==> config.mk <==
export PLATFORM = sky130hd
export DESIGN_NAME = midpoint_circle_octant_raster_flat
export DESIGN_NICKNAME = d
export VERILOG_FILES = /design/src/rtl/mcor_pkg.sv /design/src/rtl/mcor_stream_if.sv /design/src/rtl/mcor_octant_emit.sv /design/src/rtl/midpoint_circle_octant_raster.sv /design/src/flat_wrapper.sv
export VERILOG_INCLUDE_DIRS = /design/src /design/src/rtl
export SDC_FILE = /design/constraint.sdc
export NUM_CORES = 1
export LEC_CHECK = 0
export BUFFER_PORTS_ARGS = -buffer_cell sky130_fd_sc_hd__buf_2
export CORE_ASPECT_RATIO = 0.7
export CORE_MARGIN = 2
export CORE_UTILIZATION = 30
export DETAILED_ROUTE_END_ITERATION = 8
export SKIP_CTS_REPAIR_TIMING = 1
export SYNTH_ARGS = -nofsm -noshare
export SYNTH_HDL_FRONTEND = slang
export SYNTH_HIERARCHICAL = 1
export SYNTH_SLANG_ARGS = --single-unit
==> constraint.sdc <==
create_clock -name clk -period 13 [get_ports clk]
set_input_delay 2.6 -clock clk [delete_from_list [all_inputs] [get_ports clk]]
set_output_delay 2.6 -clock clk [all_outputs]
set_load 0.05 [all_outputs]
==> src/rtl/midpoint_circle_octant_raster_defines.svh <==
// Assertion macros shared by the circle rasterizer RTL.
`ifndef MIDPOINT_CIRCLE_OCTANT_RASTER_DEFINES_SVH
`define MIDPOINT_CIRCLE_OCTANT_RASTER_DEFINES_SVH
`ifndef SYNTHESIS
// Same-cycle implication.
`define MCOR_ASSERT_IMPLY(label, clk, rst_n, ante, cons) \
	label: assert property (@(posedge clk) disable iff (!rst_n) (ante) |-> (cons)) \
		else $error("assertion failed");
// Next-cycle implication.
`define MCOR_ASSERT_NEXT(label, clk, rst_n, ante, cons) \
	label: assert property (@(posedge clk) disable iff (!rst_n) (ante) |=> (cons)) \
		else $error("assertion failed");
`else
`define MCOR_ASSERT_IMPLY(label, clk, rst_n, ante, cons)
`define MCOR_ASSERT_NEXT(label, clk, rst_n, ante, cons)
`endif
`endif

==> src/rtl/mcor_pkg.sv <==
package mcor_pkg;

	// Field widths
	localparam int IN_CRD_W = 12;
	localparam int RAD_W    = 11;
	localparam int STEP_W   = 12;
	localparam int DEC_W    = 16;
	localparam int PIX_W    = 14;
	localparam int COLOR_W  = 4;

	localparam logic [COLOR_W-1:0] COLOR_RESET = 4'd14;

	// Command codes
	localparam logic CMD_START = 1'b0;
	localparam logic CMD_STEP  = 1'b1;

	// Decision constants
	localparam logic [DEC_W-1:0] DEC_INIT      = 16'd3;
	localparam logic [DEC_W-1:0] DEC_INC_HOLD  = 16'd6;
	localparam logic [DEC_W-1:0] DEC_INC_DROP  = 16'd10;

	// Octant index within a group of eight pixels
	typedef logic [2:0] oct_t;
	localparam oct_t OCT_FIRST = 3'd0;
	localparam oct_t OCT_LAST  = 3'd7;

	// One point of the octant plus the center, ready for mirroring
	typedef struct packed {
		logic [PIX_W-1:0]  cx;
		logic [PIX_W-1:0]  cy;
		logic [STEP_W-1:0] x;
		logic [STEP_W-1:0] y;
		logic              done;
	} grp_t;

endpackage

==> src/rtl/mcor_stream_if.sv <==
interface mcor_item_if import mcor_pkg::*; ();
	logic                valid;
	logic                ready;
	logic                cmd;
	logic [IN_CRD_W-1:0] center_x;
	logic [IN_CRD_W-1:0] center_y;
	logic [RAD_W-1:0]    radius;

	modport source (output valid, cmd, center_x, center_y, radius, input ready);
	modport sink   (input valid, cmd, center_x, center_y, radius, output ready);
endinterface

interface mcor_pixel_if import mcor_pkg::*; ();
	logic                    valid;
	logic                    ready;
	logic signed [PIX_W-1:0] pixel_x;
	logic signed [PIX_W-1:0] pixel_y;
	logic [COLOR_W-1:0]      pixel_color;
	logic                    last_of_step;
	logic                    circle_done;

	modport source (output valid, pixel_x, pixel_y, pixel_color, last_of_step, circle_done,
		input ready);
	modport sink   (input valid, pixel_x, pixel_y, pixel_color, last_of_step, circle_done,
		output ready);
endinterface

==> src/rtl/mcor_octant_emit.sv <==
`include "midpoint_circle_octant_raster_defines.svh"

module mcor_octant_emit import mcor_pkg::*; (
	input  logic               clk,
	input  logic               arst_n,
	input  logic               grp_load,
	input  grp_t               grp,
	output logic               grp_free,
	input  logic [COLOR_W-1:0] draw_color,
	mcor_pixel_if.source       pixel
);

	grp_t             grp_q;
	logic             grp_valid_q;
	oct_t             oct_q;
	logic             adv;
	logic [PIX_W-1:0] ex, ey;
	logic [PIX_W-1:0] px, py;

	logic                    out_valid_q;
	logic signed [PIX_W-1:0] out_x_q, out_y_q;
	logic [COLOR_W-1:0]      out_color_q;
	logic                    out_last_q, out_done_q;

	// Move one pixel into the output register when it is empty or draining
	assign adv      = grp_valid_q && (!out_valid_q || pixel.ready);
	assign grp_free = !grp_valid_q || (adv && oct_q == OCT_LAST);

	// Sign-extend the octant point to pixel width
	assign ex = {{(PIX_W-STEP_W){grp_q.x[STEP_W-1]}}, grp_q.x};
	assign ey = {{(PIX_W-STEP_W){grp_q.y[STEP_W-1]}}, grp_q.y};

	// Mirror the point into the current octant
	always_comb begin
		unique case (oct_q)
			3'd0: begin px = grp_q.cx + ey; py = grp_q.cy + ex; end
			3'd1: begin px = grp_q.cx + ex; py = grp_q.cy + ey; end
			3'd2: begin px = grp_q.cx - ex; py = grp_q.cy + ey; end
			3'd3: begin px = grp_q.cx - ey; py = grp_q.cy + ex; end
			3'd4: begin px = grp_q.cx - ey; py = grp_q.cy - ex; end
			3'd5: begin px = grp_q.cx - ex; py = grp_q.cy - ey; end
			3'd6: begin px = grp_q.cx + ex; py = grp_q.cy - ey; end
			3'd7: begin px = grp_q.cx + ey; py = grp_q.cy - ex; end
			default: begin px = '0; py = '0; end
		endcase
	end

	// Hold the group and walk its eight octants
	always_ff @(posedge clk or negedge arst_n) begin
		if (!arst_n) begin
			grp_valid_q <= 1'b0;
			oct_q       <= OCT_FIRST;
		end else if (grp_load) begin
			grp_valid_q <= 1'b1;
			oct_q       <= OCT_FIRST;
		end else if (adv) begin
			oct_q <= oct_q + 3'd1;
			if (oct_q == OCT_LAST)
				grp_valid_q <= 1'b0;
		end
	end

	always_ff @(posedge clk) begin
		if (grp_load)
			grp_q <= grp;
	end

	// Output register valid
	always_ff @(posedge clk or negedge arst_n) begin
		if (!arst_n) begin
			out_valid_q <= 1'b0;
		end else if (adv) begin
			out_valid_q <= 1'b1;
		end else if (pixel.ready) begin
			out_valid_q <= 1'b0;
		end
	end

	// Output register payload
	always_ff @(posedge clk) begin
		if (adv) begin
			out_x_q     <= px;
			out_y_q     <= py;
			out_color_q <= draw_color;
			out_last_q  <= (oct_q == OCT_LAST);
			out_done_q  <= grp_q.done;
		end
	end

	assign pixel.valid        = out_valid_q;
	assign pixel.pixel_x      = out_x_q;
	assign pixel.pixel_y      = out_y_q;
	assign pixel.pixel_color  = out_color_q;
	assign pixel.last_of_step = out_last_q;
	assign pixel.circle_done  = out_done_q;

	`MCOR_ASSERT_IMPLY(a_busy_not_free, clk, arst_n, grp_valid_q && (oct_q != OCT_LAST), !grp_free)
	`MCOR_ASSERT_IMPLY(a_load_when_free, clk, arst_n, grp_load, grp_free)
	`MCOR_ASSERT_NEXT(a_load_starts, clk, arst_n, grp_load, grp_valid_q && (oct_q == OCT_FIRST))

endmodule

==> src/rtl/midpoint_circle_octant_raster.sv <==
// Channel  | Dir | Transfer                  | Payload
// item     | in  | item.valid & item.ready   | cmd, center_x, center_y, radius
// pixel    | out | pixel.valid & pixel.ready | pixel_x, pixel_y, pixel_color, last_of_step,
//          |     |                           | circle_done
// cfg      | in  | cfg_we                    | cfg_wdata (draw color)
//
// An item is decoded in the cycle of its transfer; its eight pixels enter the output register
// one per edge after it while the pixel channel does not stall; the group register sits between
// the item and the output register. The octant walker holds one group; the next item transfers
// at the edge that loads the eighth pixel into the output register. A step while idle produces no pixels.
// Reset clears the circle state and sets the draw color to 14; no clearing pass.
// A stalled pixel channel holds the output register and, after one group, the item channel.

`include "midpoint_circle_octant_raster_defines.svh"

module midpoint_circle_octant_raster import mcor_pkg::*; #(
	parameter int COORD_BITS = 12
) (
	input  logic               clk,
	input  logic               arst_n,
	mcor_item_if.sink          item,
	mcor_pixel_if.source       pixel,
	input  logic               cfg_we,
	input  logic [COLOR_W-1:0] cfg_wdata
);

	logic [STEP_W-1:0]     cur_x_q, cur_y_q;
	logic [DEC_W-1:0]      dec_q;
	logic [COORD_BITS-1:0] ccol_q, crow_q;
	logic                  active_q;
	logic [COLOR_W-1:0]    color_q;

	logic                  accept, is_start, grp_load, grp_free;
	logic [STEP_W-1:0]     nx, ny;
	logic [DEC_W-1:0]      nd, dx4;
	logic [COORD_BITS-1:0] ncol, nrow;
	logic                  ndone;
	grp_t                  grp;

	assign item.ready = grp_free;
	assign accept     = item.valid && item.ready;
	assign is_start   = (item.cmd == CMD_START);
	assign grp_load   = accept && (is_start || active_q);

	// Next point and decision of one start or step
	always_comb begin
		nx   = cur_x_q;
		ny   = cur_y_q;
		nd   = dec_q;
		dx4  = '0;
		ncol = ccol_q;
		nrow = crow_q;
		if (is_start) begin
			ncol = COORD_BITS'(item.center_x);
			nrow = COORD_BITS'(item.center_y);
			nx   = '0;
			ny   = STEP_W'(item.radius);
			nd   = DEC_INIT - {{(DEC_W-RAD_W-1){1'b0}}, item.radius, 1'b0};
		end else begin
			nx = cur_x_q + STEP_W'(1);
			if (dec_q[DEC_W-1]) begin
				// Decision negative: hold y
				dx4 = {{(DEC_W-STEP_W-2){nx[STEP_W-1]}}, nx, 2'b00};
				nd  = dec_q + dx4 + DEC_INC_HOLD;
			end else begin
				// Decision non-negative: drop y
				ny  = cur_y_q - STEP_W'(1);
				dx4 = ({{(DEC_W-STEP_W){nx[STEP_W-1]}}, nx}
					- {{(DEC_W-STEP_W){ny[STEP_W-1]}}, ny}) << 2;
				nd  = dec_q + dx4 + DEC_INC_DROP;
			end
		end
	end

	assign ndone = !is_start && ($signed(ny) < $signed(nx));

	assign grp.cx   = PIX_W'(ncol);
	assign grp.cy   = PIX_W'(nrow);
	assign grp.x    = nx;
	assign grp.y    = ny;
	assign grp.done = ndone;

	// Circle state
	always_ff @(posedge clk or negedge arst_n) begin
		if (!arst_n) begin
			cur_x_q  <= '0;
			cur_y_q  <= '0;
			dec_q    <= '0;
			ccol_q   <= '0;
			crow_q   <= '0;
			active_q <= 1'b0;
		end else if (grp_load) begin
			cur_x_q  <= nx;
			cur_y_q  <= ny;
			dec_q    <= nd;
			ccol_q   <= ncol;
			crow_q   <= nrow;
			active_q <= !ndone;
		end
	end

	// Draw color register
	always_ff @(posedge clk or negedge arst_n) begin
		if (!arst_n) begin
			color_q <= COLOR_RESET;
		end else if (cfg_we) begin
			color_q <= cfg_wdata;
		end
	end

	mcor_octant_emit u_emit (
		.clk        (clk),
		.arst_n     (arst_n),
		.grp_load   (grp_load),
		.grp        (grp),
		.grp_free   (grp_free),
		.draw_color (color_q),
		.pixel      (pixel)
	);

	`MCOR_ASSERT_NEXT(a_start_active, clk, arst_n, accept && is_start, active_q)
	`MCOR_ASSERT_NEXT(a_idle_step_holds, clk, arst_n, accept && !is_start && !active_q, $stable(cur_x_q) && $stable(dec_q) && !active_q)
	`MCOR_ASSERT_NEXT(a_done_idles, clk, arst_n, grp_load && ndone, !active_q)

endmodule

==> src/flat_wrapper.sv <==
// flat-port wrapper written by rule: the top's interface ports become plain ports
module midpoint_circle_octant_raster_flat import mcor_pkg::*;
#(
	parameter int COORD_BITS = 12
)
  (clk, arst_n, cfg_we, cfg_wdata, item_valid, item_cmd, item_center_x, item_center_y, item_radius, item_ready, pixel_valid, pixel_pixel_x, pixel_pixel_y, pixel_pixel_color, pixel_last_of_step, pixel_circle_done, pixel_ready);
  mcor_item_if item_i ();
  mcor_pixel_if pixel_i ();
  input  logic clk;
  input  logic arst_n;
  input  logic cfg_we;
  input  logic [COLOR_W-1:0] cfg_wdata;
  input wire logic [$bits(item_i.valid)-1:0] item_valid;
  input wire logic [$bits(item_i.cmd)-1:0] item_cmd;
  input wire logic [$bits(item_i.center_x)-1:0] item_center_x;
  input wire logic [$bits(item_i.center_y)-1:0] item_center_y;
  input wire logic [$bits(item_i.radius)-1:0] item_radius;
  output wire logic [$bits(item_i.ready)-1:0] item_ready;
  output wire logic [$bits(pixel_i.valid)-1:0] pixel_valid;
  output wire logic [$bits(pixel_i.pixel_x)-1:0] pixel_pixel_x;
  output wire logic [$bits(pixel_i.pixel_y)-1:0] pixel_pixel_y;
  output wire logic [$bits(pixel_i.pixel_color)-1:0] pixel_pixel_color;
  output wire logic [$bits(pixel_i.last_of_step)-1:0] pixel_last_of_step;
  output wire logic [$bits(pixel_i.circle_done)-1:0] pixel_circle_done;
  input wire logic [$bits(pixel_i.ready)-1:0] pixel_ready;
  assign item_i.valid = item_valid;
  assign item_i.cmd = item_cmd;
  assign item_i.center_x = item_center_x;
  assign item_i.center_y = item_center_y;
  assign item_i.radius = item_radius;
  assign item_ready = item_i.ready;
  assign pixel_valid = pixel_i.valid;
  assign pixel_pixel_x = pixel_i.pixel_x;
  assign pixel_pixel_y = pixel_i.pixel_y;
  assign pixel_pixel_color = pixel_i.pixel_color;
  assign pixel_last_of_step = pixel_i.last_of_step;
  assign pixel_circle_done = pixel_i.circle_done;
  assign pixel_i.ready = pixel_ready;
  midpoint_circle_octant_raster #(.COORD_BITS(COORD_BITS)) u_core (.clk(clk), .arst_n(arst_n), .item(item_i), .pixel(pixel_i), .cfg_we(cfg_we), .cfg_wdata(cfg_wdata));
endmodule
==> flow_summary.yaml, run 1 <==
timing:
  fin_crit_sh_pct: 44.92
  finalCriticalPeriod_ns: 5.839
  skew_ns: 0.007958
  finalSetupTns_ns: 0
  max_freq_mhz: 171.3
  hold_viol: 0
  rsz0062_at_grt: "false"
  setup_violations: 0
  drv_slew: 0
  slew-limit-headroom_pct: 27.62
  fin_ws_ns: 7.161
  worst_slew_pin_slew_ns: 1.058
grt:
  grt_pass1_wl_microns: 48220
  antenna_found_initial: 0
  grt_pass1_vias: 8462
  grt_max_degree: 77
  grt_overflow: 0
  grt_usage_pct: 15.42
synthesis:
  yosys_warnings: 6
  synth_area_leaders: "edfxtp_1, dfrtp_1, ha_1"
  ys_ff_latch: 160
  synth_top_area_share_pct: 22.59
  synth.distinct_cells: 82
  synth_area_sq_um: 11560
  async_flop_share_pct: 45.63
  synth_ff_type: "edfxtp_1"
  syn_avg_cell_area_sq_um: 9.431
  synth_seq_area_share_pct: 38.43
  syn_inst: 1226
  synth_edf_count: 87
  synth_largest_area_cell: "edfxtp_1"
worst_hold_path:
  hp-class: "flip-flop to flip-flop"
layout:
  post-route-util_pct: 34.02
  final_cell_mix: "nand2_1, ha_1, nor2_1, edfxtp_1, o21ai_0"
  area_growth_pct: 12.42
  drive_above_1_share_pct: 13.43
  nets: 1455
  final_area_sq_um: 13000
  n_antenna_cell: 0
  final_common_cell: "nand2_1"
detailed_routing:
  drc: 0
  final_antenna_net_count: 0
  post_drt_wl_per_cell_microns: 17.01
  post_drt_via_cell_ratio: 5.084
  routed_wirelength_microns: 30600
  dr.first_iter.drc_count: 736
  num_vias: 9147
  dr.pass1.iters: 5
clock_network:
  numCtsBuffers: 17
  clockRootBuffer: "clkbuf_16"
  clk_latency_ns: 0.45
  h-tree-depth: 4
  cts_tree: "yes"
  cts_buffer_depth: 2
  cts_sinks: 160
  path_clk_slew_ns: 0.06
placement:
  globalplace.congestion: 0.9115
  dp_slack_ns: 7.152
  dp_hpwl_microns: 23120
  port_buffers: 80
  postPlaceCellArea_sq_um: 12430
critical_path:
  crit_path_start_kind: "primary input"
  cp_max_fo: 3
  critPathArrivalTime_ns: 3.24
  required_ns: 10.40
  crit_path_end_kind: "output pin"
  crit_type: "primary input to output pin"
die:
  die-area_sq_um: 40150
  die_x_microns: 238.6
  die_h_microns: 168.3
  start_util_pct: 30.26
  core_sq_um: 38210
  rows: 60
  io_pins: 81
run:
  cap_viol_max_count: 0
run_status:
  status: "completed"
## flip-flops by register name (all words and copies together), names as in the netlist, 3 cells and up
register	count
u_core/u_emit/oct_q	3
u_core/dec_q	15
u_core/cur_y_q	12
u_core/crow_q	12
u_core/u_emit/pixel.pixel_x	14
u_core/ccol_q	12
u_core/color_q	4
u_core/u_emit/grp_q	29
u_core/u_emit/pixel.pixel_color	4
u_core/cur_x_q	12
u_core/u_emit/ex	12
u_core/u_emit/ey	12
u_core/u_emit/pixel.pixel_y	14
## layout make-up
| cell class | instances | area, sq um |
|---|---|---|
| clock buffers | 23 | 490.5 |
| clock inverters | 9 | 82.58 |
| fillers | 3857 | 25210 |
| inverters | 68 | 256.5 |
| multi-input cells | 956 | 6650 |
| flip-flops and latches | 160 | 4443 |
| well taps | 496 | 620.6 |
| repair buffers | 87 | 455.4 |
## metrics by stage
stage	cells	hold slack, ns
floorplan	1229	0.4003
global placement	1767	0.4285
detailed placement	1767	0.4423
CTS	1799	0.4572
global route	1799	0.4804
finish	1799	0.4512
## cells in the mapped netlist, types with 4 or more instances
library cell and n:
mux2_2 32, a22oi_1 9, o31ai_1 4, buf_1 5
ha_1 115, a221oi_1 4, o211ai_1 11, o22a_1 4
o21ai_0 80, nor2b_1 14, fa_1 5, clkbuf_1 30
nand4_1 7, dfrtp_1 70, o22ai_1 4, a21o_1 21
a221o_1 5, nand3_1 14, xor2_1 34, a21oi_1 75
edfxtp_1 87, o21a_1 16, or3_1 11, nand2_1 188
and3_1 6, a31oi_1 7, nor4_1 5, xnor2_1 63
inv_1 68, nor2_1 88, clkbuf_8 4, a222oi_1 5
nor3_1 25, mux2i_1 7, nand2b_1 12, a211oi_1 15
o21bai_1 4
## layer usage
metal | wire length (microns) | GRT usage, % | part of all wire (%) | up-vias
met5 | 0 | 0 | 0 | -
met4 | 152 | 2.853 | 0.50 | 0
met3 | 1894 | 3.788 | 6.2 | 12
met2 | 12330 | 21.21 | 40 | 245
met1 | 16210 | 24.04 | 53 | 4355
li1 | - | - | - | 4535
## cells by family (layout without fill, tap and decap cells)
family                   count (synthesis)  after routing  share of synthesized area (%)
flip-flops                             160            160                          38.43
XOR/XNOR                               101            101                          8.062
adder cells (fa/ha/maj)                120            120                          13.31
other                                    1              4                        0.03243
AND/OR/NAND/NOR                        398            398                          15.89
AO/OA/AOI/OAI                          294            294                          16.38
multiplexers                            39             39                          3.723
buffers and inverters                  113            187                          4.177
## critical path, stage by stage
cell and delay, ns:
buf_2 0.07, nand2b_1 0.12, nand2_1 0.06, nand2_1 0.11, buf_2 0.27
## worst paths after layout
kind / start / to / slack, ns / cells after the start
worst min register to register: u_core/color_q[0] / u_core/u_emit/pixel.pixel_color[0] / 0.45 / 0
min in group asynchronous: arst_n / u_core/color_q[0] / 2.06 / 1
max in group asynchronous: arst_n / u_core/dec_q[4] / 9.82 / 2
worst max register to register: u_core/cur_y_q[3] / u_core/dec_q[15] / 7.96 / 18
worst min-delay path: u_core/color_q[0] / u_core/u_emit/pixel.pixel_color[0] / 0.45 / 0
worst max-delay path: pixel_ready / item_ready / 7.16 / 5
Power of run 1 is left out: the tool's default activity adds up to more than one toggle a clock period on the data nets, which glitch-free logic cannot reach.
==> inputs of run 2 (changes only) <==
==> constraint.sdc (replaced) <==
create_clock -name clk -period 5.6 [get_ports clk]
set_input_delay 1.12 -clock clk [delete_from_list [all_inputs] [get_ports clk]]
set_output_delay 1.12 -clock clk [all_outputs]
set_load 0.05 [all_outputs]
==> run 2 against run 1 <==
  * Clock skew increased by 0.0047 ns
  * Highest routed layer is now met5
  * Non-clock buffer count increased by 3
  * Core utilization about the same
  * Sequential cell count unchanged
  * Cell count increased by 0.17%
  * Register-to-register slack got worse by 7.1 ns
  * Wire length decreased by 0.70%
  * Sequential share of layout area about the same
  * First-iteration DRC count increased by 6.7%
  * Count of clock-buffer cells in the layout decreased by 5
  * Setup slack got worse by 6.3 ns
==> flow_summary.yaml, run 2 (same netlist as run 1, synthesis figures left out) <==
run_status:
  status: "completed"
die:
  die_h_microns: 168.3
  core_sq_um: 38210
  die-area_sq_um: 40150
  io_pins: 81
  rows: 60
  start_util_pct: 30.26
  die_x_microns: 238.6
clock_network:
  cts_sinks: 160
  clk_latency_ns: 0.44
  cts_buffer_depth: 2
  clockRootBuffer: "clkbuf_16"
  path_clk_slew_ns: 0.07
  numCtsBuffers: 17
  cts_tree: "yes"
  h-tree-depth: 4
critical_path:
  reg2regPathDepth: 18
  r2r_end: "u_core/dec_q[15]"
  path_buf_inv: 0
  required_ns: 5.94
  path_cells: "or4_4 > nor2_1 > nand2_1 > xor2_1 > ha_1 > a21o_2 > a31o_2 > xor2_1 > ha_1 > ha_1 > nand2_1 > o21ai_0 > a21oi_1 > o21ai_0 > nand3_1 > nand2_1 > xnor3_1 > o311ai_2"
  critPathArrivalTime_ns: 5.06
  crit_family: "compound AO/OA/AOI/OAI gates"
  crit_path_start_kind: "flip-flop"
  r2r_start: "u_core/cur_y_q[3]"
  cp_slowest_cell: "or4_4"
  cp_max_fo: 6
  crit_path_end_kind: "flip-flop"
  crit_type: "flip-flop to flip-flop"
  cp-startpoint: "u_core/cur_y_q[3]"
  ff2ff_setup_slack_ns: 0.88
  cpPeakStageDelay_ns: 0.59
grt:
  grt_pass1_vias: 8677
  grt_usage_pct: 15.30
  grt_pass1_wl_microns: 48490
  antenna_found_initial: 1
  grt_overflow: 0
  grt_max_degree: 80
timing:
  slew-limit-headroom_pct: 30.64
  finalSetupTns_ns: 0
  worst_slew_pin_slew_ns: 1.040
  drv_slew: 0
  rsz0062_at_grt: "false"
  hold_viol: 0
  fin_crit_sh_pct: 84.27
  finalCriticalPeriod_ns: 4.719
  setup_violations: 0
  fin_ws_ns: 0.8809
  skew_ns: 0.01266
  max_freq_mhz: 211.9
layout:
  multi_input_area_sq_um: 6650
  seqCellArea_sq_um: 4443
  nets: 1458
  fill_cells: 3908
  area_growth_pct: 12.40
  drive_above_1_share_pct: 13.94
  final_area_sq_um: 13000
  final_cell_mix: "nand2_1, ha_1, nor2_1, edfxtp_1, o21ai_0"
  largest_reg_flops: 29
  n_antenna_cell: 0
  regMostFlops: "u_core/u_emit/grp_q"
  reg_top3: "u_core/u_emit/grp_q x29, u_core/dec_q x15"
  final_common_cell: "nand2_1"
placement:
  dp_hpwl_microns: 22840
  postPlaceCellArea_sq_um: 12450
  dp_slack_ns: 0.8899
  port_buffers: 80
  globalplace.congestion: 0.8694
run:
  cap_viol_max_count: 0
detailed_routing:
  final_antenna_net_count: 0
  routed_wirelength_microns: 30380
  dr.pass1.iters: 7
  post_drt_wl_per_cell_microns: 16.86
  post_drt_via_cell_ratio: 5.129
  dr.first_iter.drc_count: 785
  drc: 0
  num_vias: 9243
worst_hold_path:
  whs_endpoint: "u_core/u_emit/pixel.circle_done"
  hold_depth: 0
  hp-class: "flip-flop to flip-flop"
  min_from: "u_core/u_emit/grp_q[0]"
==> run 2: cell types whose count changed in the layout (fill, tap and decap cells not counted), sizes merged <==
cell,delta
buf,+3
clkbuf,-5
clkinv,+6
clkinvlp,-2
inv,+1
==> run 2: routing by layer <==
layer | vias up | track usage [%] | share of wire, %
met3 | 24 | 3.230 | 6.1
li1 | 4522 | - | -
met5 | - | 0 | 0.030
met2 | 250 | 21.49 | 41
met1 | 4445 | 23.94 | 52
met4 | 2 | 2.500 | 0.55
==> run 2: area by class of cell <==
| type | instances | share of cell area, % |
|---|---|---|
| multi-input cells | 956 | 51.17 |
| inverters | 68 | 1.974 |
| repair buffers | 90 | 3.678 |
| flip-flops and latches | 160 | 34.19 |
| clock buffers | 18 | 3.302 |
| clock inverters | 14 | 0.9146 |
| well taps | 496 | 4.775 |
==> run 2: per-stage QoR <==
step                      hold WS, ns  util, %  instances
after floorplan                0.4003        -       1229
after global placement         0.4093    32.58       1770
after detailed placement       0.4129    32.58       1770
after CTS                      0.4276    34.01       1802
after global routing           0.4389    34.01       1802
final                          0.4240    34.01       1802
==> run 2: worst max path at each step <==
stage	endpoint	slack (ns)	depth (start not counted)
2_1_floorplan	u_core/u_emit/ex[0]	1.16	8
3_3_place_gp	u_core/dec_q[15]	1.03	18
3_5_place_dp	u_core/dec_q[15]	0.89	18
4_1_cts	u_core/dec_q[15]	0.87	18
5_1_grt	u_core/dec_q[15]	0.41	19
6_report	u_core/dec_q[15]	0.88	18
Power of run 2 is left out for the same reason.
